[src/hdl/lbs_pkg.sv]
// ----------------------------------------------------------------------------
// lbs_pkg
// Shared types and constants for the bounded LIFO stack.
// ----------------------------------------------------------------------------
`default_nettype none

package lbs_pkg;

  localparam int COUNT_W  = 5;
  localparam int CAP_W    = 5;
  localparam int STATUS_W = 2;
  localparam int LEVEL_W  = 5;

  // capacity register value of zero selects this size
  localparam int DEFAULT_CAP = 5;

  typedef enum logic [1:0] {
    OP_PUSH = 2'd0,
    OP_POP  = 2'd1,
    OP_PEEK = 2'd2,
    OP_NONE = 2'd3
  } op_t;

  typedef enum logic [STATUS_W-1:0] {
    STAT_OK        = 2'd0,
    STAT_OVERFLOW  = 2'd1,
    STAT_UNDERFLOW = 2'd2,
    STAT_EMPTY     = 2'd3
  } status_t;

  typedef enum logic {
    ST_IDLE = 1'b0,
    ST_POP  = 1'b1
  } state_t;

  // shift command broadcast to every cell of the chain
  typedef struct packed {
    logic push;   // shift toward the bottom, new element enters the top cell
    logic pop;    // shift toward the top, top element leaves
  } shift_ctl_t;

endpackage

`default_nettype wire

[src/hdl/lbs_cell.sv]
// ----------------------------------------------------------------------------
// lbs_cell
// One stack entry; takes its neighbor's value on push or pop.
// ----------------------------------------------------------------------------
`default_nettype none

module lbs_cell #(
  parameter int WIDTH = 32
) (
  input  wire                     clk,
  input  wire lbs_pkg::shift_ctl_t ctl,
  input  wire logic [WIDTH-1:0]   from_up,
  input  wire logic [WIDTH-1:0]   from_down,
  output logic      [WIDTH-1:0]   q
);

  always_ff @(posedge clk) begin
    if (ctl.push) begin
      q <= from_up;
    end else if (ctl.pop) begin
      q <= from_down;
    end
  end

endmodule

`default_nettype wire

[src/hdl/bounded_lifo_stack.sv]
// ----------------------------------------------------------------------------
// bounded_lifo_stack
// Bounded LIFO stack built as a shifting row of cells, top element in cell 0.
// ----------------------------------------------------------------------------
// Timing: a request's first result is registered, out in the cycle after it is
//   taken; the further elements of a pop run follow on consecutive cycles.
// Throughput: push and peek take one request per cycle while not busy; a pop
//   of n elements gives one element per cycle and holds busy high meanwhile.
// Reset (rst, synchronous): fill level, push run tracking and the sequencer
//   are cleared and capacity returns to 16; cell contents are left as they are.
`default_nettype none

module bounded_lifo_stack #(
  parameter int DEPTH = 16,
  parameter int WIDTH = 32
) (
  input  wire                                 clk,
  input  wire                                 rst,
  // request channel
  input  wire                                 start,
  output logic                                busy,
  input  wire logic [1:0]                     op,
  input  wire logic [lbs_pkg::COUNT_W-1:0]    count,
  input  wire logic signed [WIDTH-1:0]        value,
  // capacity register
  input  wire                                 wr_en,
  input  wire logic [lbs_pkg::CAP_W-1:0]      wr_data,
  // result channel
  output logic                                done,
  output logic signed [WIDTH-1:0]             value_res,
  output logic [lbs_pkg::STATUS_W-1:0]        status,
  output logic                                last,
  output logic [lbs_pkg::LEVEL_W-1:0]         fill_level,
  output logic                                full_res,
  output logic                                empty_res
);

  localparam int FILL_W = $clog2(DEPTH + 1);
  localparam int SUM_W  = ((FILL_W > lbs_pkg::COUNT_W) ? FILL_W : lbs_pkg::COUNT_W) + 1;
  localparam int DEF_CAP = (lbs_pkg::DEFAULT_CAP < DEPTH) ? lbs_pkg::DEFAULT_CAP : DEPTH;
  localparam logic [FILL_W-1:0] DEPTH_F   = FILL_W'(DEPTH);
  localparam logic [FILL_W-1:0] DEF_CAP_F = FILL_W'(DEF_CAP);

  // --------------------------------------------------------------------------
  // Registers
  // --------------------------------------------------------------------------
  logic [lbs_pkg::CAP_W-1:0]   capacity;
  logic [FILL_W-1:0]           fill, fill_next;
  logic [lbs_pkg::COUNT_W-1:0] run_left, run_left_next;
  logic                        run_rejected, run_rejected_next;
  logic [lbs_pkg::COUNT_W-1:0] pop_left, pop_left_next;
  lbs_pkg::state_t             state, state_next;

  logic                        done_next;
  logic [WIDTH-1:0]            value_res_next;
  lbs_pkg::status_t            status_next;
  logic                        last_next;

  // --------------------------------------------------------------------------
  // Cell chain: push shifts every cell one place down, pop one place up.
  // Entries at or above the fill level may hold stale data; they are never
  // read before a push overwrites them.
  // --------------------------------------------------------------------------
  lbs_pkg::shift_ctl_t ctl;
  logic [WIDTH-1:0]    cell_q [DEPTH];

  for (genvar i = 0; i < DEPTH; i++) begin : g_cell
    logic [WIDTH-1:0] up_d;
    logic [WIDTH-1:0] down_d;

    if (i == 0) begin : g_top
      assign up_d = value;
    end else begin : g_mid
      assign up_d = cell_q[i-1];
    end

    if (i == DEPTH - 1) begin : g_bottom
      assign down_d = cell_q[i];
    end else begin : g_above
      assign down_d = cell_q[i+1];
    end

    lbs_cell #(
      .WIDTH (WIDTH)
    ) u_cell (
      .clk       (clk),
      .ctl       (ctl),
      .from_up   (up_d),
      .from_down (down_d),
      .q         (cell_q[i])
    );
  end

  // --------------------------------------------------------------------------
  // Effective capacity: zero selects the default size, above DEPTH saturates.
  // --------------------------------------------------------------------------
  logic [FILL_W-1:0] eff_cap;

  always_comb begin
    if (capacity == '0) begin
      eff_cap = DEF_CAP_F;
    end else if (int'(capacity) > DEPTH) begin
      eff_cap = DEPTH_F;
    end else begin
      eff_cap = FILL_W'(capacity);
    end
  end

  // count of zero is taken as one
  logic [lbs_pkg::COUNT_W-1:0] cnt_eff;
  assign cnt_eff = (count == '0) ? lbs_pkg::COUNT_W'(1) : count;

  // run does not fit: fill + count > capacity (also covers fill above capacity)
  logic run_too_big;
  logic pop_too_big;
  assign run_too_big = (SUM_W'(fill) + SUM_W'(cnt_eff)) > SUM_W'(eff_cap);
  assign pop_too_big = SUM_W'(cnt_eff) > SUM_W'(fill);

  // push run bookkeeping for the current request
  logic [lbs_pkg::COUNT_W-1:0] push_left;
  logic                        push_rej;

  assign busy = (state == lbs_pkg::ST_POP);

  // --------------------------------------------------------------------------
  // Sequencer: next state, shift command and result fields
  // --------------------------------------------------------------------------
  always_comb begin
    state_next        = state;
    fill_next         = fill;
    run_left_next     = run_left;
    run_rejected_next = run_rejected;
    pop_left_next     = pop_left;
    ctl               = '0;
    done_next         = 1'b0;
    value_res_next    = '0;
    status_next       = lbs_pkg::STAT_OK;
    last_next         = 1'b0;
    push_left         = run_left;
    push_rej          = run_rejected;

    case (state)
      lbs_pkg::ST_IDLE: begin
        if (start) begin
          case (lbs_pkg::op_t'(op))
            lbs_pkg::OP_PUSH: begin
              // space is checked only on the first item of a run
              if (run_left == '0) begin
                push_left = cnt_eff;
                push_rej  = run_too_big;
              end
              if (!push_rej && fill < DEPTH_F) begin
                ctl.push  = 1'b1;
                fill_next = fill + FILL_W'(1);
              end
              push_left     = push_left - lbs_pkg::COUNT_W'(1);
              run_left_next = push_left;
              if (push_left == '0) begin
                done_next         = 1'b1;
                status_next       = push_rej ? lbs_pkg::STAT_OVERFLOW : lbs_pkg::STAT_OK;
                last_next         = 1'b1;
                run_rejected_next = 1'b0;
              end else begin
                run_rejected_next = push_rej;
              end
            end
            lbs_pkg::OP_POP: begin
              // an open push run is abandoned
              run_left_next     = '0;
              run_rejected_next = 1'b0;
              done_next         = 1'b1;
              if (pop_too_big) begin
                status_next = lbs_pkg::STAT_UNDERFLOW;
                last_next   = 1'b1;
              end else begin
                // first element leaves right away, the rest one per cycle
                ctl.pop        = 1'b1;
                fill_next      = fill - FILL_W'(1);
                value_res_next = cell_q[0];
                last_next      = (cnt_eff == lbs_pkg::COUNT_W'(1));
                pop_left_next  = cnt_eff - lbs_pkg::COUNT_W'(1);
                if (cnt_eff != lbs_pkg::COUNT_W'(1)) begin
                  state_next = lbs_pkg::ST_POP;
                end
              end
            end
            lbs_pkg::OP_PEEK: begin
              run_left_next     = '0;
              run_rejected_next = 1'b0;
              done_next         = 1'b1;
              last_next         = 1'b1;
              if (fill == '0) begin
                status_next = lbs_pkg::STAT_EMPTY;
              end else begin
                value_res_next = cell_q[0];
              end
            end
            default: begin
              // unused selector: no result, no state change
            end
          endcase
        end
      end
      lbs_pkg::ST_POP: begin
        ctl.pop        = 1'b1;
        fill_next      = fill - FILL_W'(1);
        value_res_next = cell_q[0];
        done_next      = 1'b1;
        last_next      = (pop_left == lbs_pkg::COUNT_W'(1));
        pop_left_next  = pop_left - lbs_pkg::COUNT_W'(1);
        if (pop_left == lbs_pkg::COUNT_W'(1)) begin
          state_next = lbs_pkg::ST_IDLE;
        end
      end
      default: begin
        state_next = lbs_pkg::ST_IDLE;
      end
    endcase
  end

  // --------------------------------------------------------------------------
  // Control registers
  // --------------------------------------------------------------------------
  always_ff @(posedge clk) begin
    if (rst) begin
      state        <= lbs_pkg::ST_IDLE;
      fill         <= '0;
      run_left     <= '0;
      run_rejected <= 1'b0;
      pop_left     <= '0;
      capacity     <= lbs_pkg::CAP_W'(16);
      done         <= 1'b0;
    end else begin
      state        <= state_next;
      fill         <= fill_next;
      run_left     <= run_left_next;
      run_rejected <= run_rejected_next;
      pop_left     <= pop_left_next;
      done         <= done_next;
      if (wr_en) begin
        capacity <= wr_data;
      end
    end
  end

  // result payload, flags reflect the fill level after this result
  always_ff @(posedge clk) begin
    value_res  <= value_res_next;
    status     <= status_next;
    last       <= last_next;
    fill_level <= lbs_pkg::LEVEL_W'(fill_next);
    full_res   <= (fill_next >= eff_cap);
    empty_res  <= (fill_next == '0);
  end

  // --------------------------------------------------------------------------
  // Assertions
  // --------------------------------------------------------------------------
  a_fill_bound: assert property (@(posedge clk) disable iff (rst)
    fill <= DEPTH_F)
    else $error("fill level beyond built depth");

  a_pop_step: assert property (@(posedge clk) disable iff (rst)
    (state == lbs_pkg::ST_POP) |=> (fill == $past(fill) - FILL_W'(1)))
    else $error("pop run cycle did not remove exactly one element");

  a_pop_emits: assert property (@(posedge clk) disable iff (rst)
    (state == lbs_pkg::ST_POP) |=> (done && status == lbs_pkg::STAT_OK))
    else $error("pop run cycle gave no element");

  a_err_last: assert property (@(posedge clk) disable iff (rst)
    (done && status != lbs_pkg::STAT_OK) |-> (last && value_res == '0))
    else $error("error result not final or carries data");

endmodule

`default_nettype wire

[config.mk]
export PLATFORM = sky130hd
export DESIGN_NAME = bounded_lifo_stack
export DESIGN_NICKNAME = d
export VERILOG_FILES = /design/src/hdl/lbs_pkg.sv /design/src/hdl/lbs_cell.sv /design/src/hdl/bounded_lifo_stack.sv
export SDC_FILE = /design/constraint.sdc
export NUM_CORES = 1
export LEC_CHECK = 0
export BUFFER_PORTS_ARGS = -buffer_cell sky130_fd_sc_hd__buf_2
export CORE_ASPECT_RATIO = 0.5
export CORE_MARGIN = 2
export CORE_UTILIZATION = 45
export CTS_CLUSTER_DIAMETER = 30
export DETAILED_ROUTE_END_ITERATION = 8
export GPL_ROUTABILITY_DRIVEN = 0
export GPL_TIMING_DRIVEN = 0
export PLACE_DENSITY_LB_ADDON = 0.3
export RECOVER_POWER = 50
export SLEW_MARGIN = 40
export SYNTH_ARGS = -nofsm -noshare
export SYNTH_HDL_FRONTEND = slang
export SYNTH_SLANG_ARGS = --single-unit
[constraint.sdc]
create_clock -name clk -period 20.4 [get_ports clk]
set_clock_uncertainty 0.05 [all_clocks]
set_input_delay 3.06 -clock clk [delete_from_list [all_inputs] [get_ports clk]]
set_output_delay 3.06 -clock clk [all_outputs]
set_load 0.01 [all_outputs]
==> impl_metrics.ini <==
[run_status]
status = finished with violations
violations = max-capacitance violations, max-slew violations

[synth]
ys_types = 57
synth.most_common_cell = nand2_1
synth_ff_type = edfxtp_1
synthesis.instances = 2437
synth-seq-cells = 577
async_reset_ff_share_pct = 0
syn_nets = 2520
synth_edf_count = 512
synth_area_um2 = 24900
yosys.area.top_type_share_pct = 61.8
syn_avg_cell_area_um2 = 10.2
synth.area.top_cells = edfxtp_1 62%, nand2_1 22%, dfxtp_1 5.2%
yosys-top-cells-count = 1456 x nand2_1, 512 x edfxtp_1, 65 x dfxtp_1, 45 x nor2_1, 42 x buf_2
synth-warning-count = 0
yosysTopAreaCell = edfxtp_1
yosysSeqAreaShare_pct = 67.0

[finish]
stdcell_area_um2 = 29200
seqCellArea_um2 = 16700
drive_gt1_share_pct = 9.46
final_core_util_pct = 53.9
area_growth_pct = 17.3
num_antenna_cells = 0
n_fill_cell = 4723
multi_input_area_um2 = 7290
final_nets = 2709

[cts]
clk-insertion-delay-late_ns = 0.61
cts_buffer_depth = 3
root_buffer = clkbuf_16
clkTransAtPathRegs_ns = 0.05
htree_levels = 3
ctsHoldBuffers = 0
cts_resized = 0
postCtsSetupBuffers = 0
cts_buffers = 86
cts_num_sinks = 577
cts_tree = built

[floorplanning]
core_area_um2 = 54200
io_pins = 92
start_util_pct = 45.9
die_y_um = 170
rows = 60
die-area_um2 = 57300
die_w_um = 337

[setup_path]
worst_setup_path_end_kind = flop
required_ns = 20.63
reg2reg_depth = 20
crit_type = in2reg
crit_arrival_ns = 10.75
crit_path_start = count[3]
cp-start-kind = primary input
cp_max_fo = 45
worstReg2RegStart = fill[1]

[sta]
holdWs_ns = 0.395
setup_tns_ns = 0
finalHoldViolCount = 0
layout_min_cycle_time_ns = 10.52
tightest_slew_ns = 1.95
period_share_pct = 51.5
relSlewSlack_pct = -30.1
finalSetupViolations = 0
fmax_mhz = 95.1
rsz0062_at_grt = no
maxSlewViolCount = 66

[power]
leakage_nw = 12.2
pwr_density_cell_nw_per_um2 = 120
irDropWorstVdd_mv = 0.0597

[worst_hold_path]
hold_path_depth = 0
hold_start = g_cell[14].u_cell.q[28]
min_path_type = reg2reg

[global_route]
grt_pass1_wl_mm = 86.3
antenna_found_initial = 0
first_global_vias = 16446
overflow = 0
grt.total_usage_pct = 19.1
met1_usage_pct = 27.2
grt_max_degree = 46
met2_usage_pct = 30.1
grtUsageMet3_pct = 3.69
grt.busiest_layer = met2

[detailed_routing]
dr.pass1.iters = 5
routedWlPerCell_um = 15.8
drc = 0
routed_via_density = 4.90
ant_nets = 0
drtIter0Drc = 1440
num_vias = 16851
routed_wl_mm = 54.2

[placed_design]
hpwl_mm = 37.8
postPlaceCellArea_um2 = 26500
portBuffers = 89

[flow_run]
cap_violations = 2
## power breakdown
part	internal, mW	total [mW]	switching, mW
Clock	0.963	1.53	0.564
Sequential	1.49	1.56	0.0690
Combinational	0.135	0.410	0.275
Total	2.59	3.49	0.908
## layout make-up
class                      count  area share [%]
buffer                       123            1.90
clock inverter                62            2.53
multi-input combinational   1714            25.0
timing repair buffer         101            2.12
clock buffer                  96            7.86
tap                          744            3.19
sequential                   577            57.1
inverter                      23           0.296
## critical path: stages
cell and delay [ns]:
clkbuf_1 0.17, or3_1 0.43, o21bai_1 0.51, ha_1 0.30
nor2b_1 0.18, o21ai_0 0.11, nand2b_1 0.10, xnor2_1 0.12
ha_1 0.27, a211oi_1 0.24, a21oi_1 0.16, o32ai_1 0.43
a22o_1 0.24, a21o_1 0.93, clkbuf_1 1.47, buf_12 0.35
buf_12 0.26, buf_12 0.25, buf_16 0.28, buf_12 0.30
buf_16 0.22, buf_16 0.25
## cell usage in the layout, fill, tap and decap left out, types with 8 or more instances in the layout
master,n
buf_4,12
clkbuf_1,128
a211oi_1,8
nor2_1,45
nor3_1,10
clkinvlp_4,10
nand2_1,1456
nor2b_1,41
edfxtp_1,512
ha_1,34
clkinv_2,14
buf_2,76
a21oi_1,20
bufinv_16,11
clkbuf_16,89
inv_1,21
o21ai_0,9
dfxtp_1,65
nand3_1,11
## kinds of logic after synthesis
group,after synthesis,share of synthesized area [%]
buffers and inverters,146,3.56
multiplexers,10,0.463
flip-flops,577,67.0
AO/OA/AOI/OAI,72,1.93
adder cells (fa/ha/maj),35,1.79
XOR/XNOR,7,0.246
AND/OR/NAND/NOR,1590,25.0
## routing by layer
metal / wire, um / share of wire [%]
met1: 25600 / 47
met2: 24500 / 45
met3: 3110 / 5.7
met4: 1070 / 2.0
met5: 0 / 0
## registers in the layout (all words and copies together), names as in the netlist, 2 cells and up
name	flops
fill	5
fill_level	5
run_left	5
value_res	32
capacity	5
status	2
g_cell.u_cell.q	512
pop_left	5
## through the flow
| step | cells | worst slack [ns] | power [mW] |
|---|---|---|---|
| 2_1_floorplan | 2437 | 3.59 | 1.91 |
| 3_3_place_gp | 3270 | -1.32 | 2.06 |
| 3_5_place_dp | 3282 | 11.24 | 2.01 |
| 5_1_grt | 3440 | 9.32 | 3.64 |
| 4_1_cts | 3440 | 11.87 | 3.54 |
| 6_report | 3440 | 9.88 | 3.49 |
## path summary, 6_finish.rpt
kind	endpoint	slack, ns
setup reg to reg	g_cell[14].u_cell.q[14]	12.75
setup / recovery	g_cell[14].u_cell.q[14]	9.88
hold / removal	g_cell[15].u_cell.q[28]	0.39
hold reg to reg	g_cell[15].u_cell.q[28]	0.39
Power figures use the tool's default switching activity.
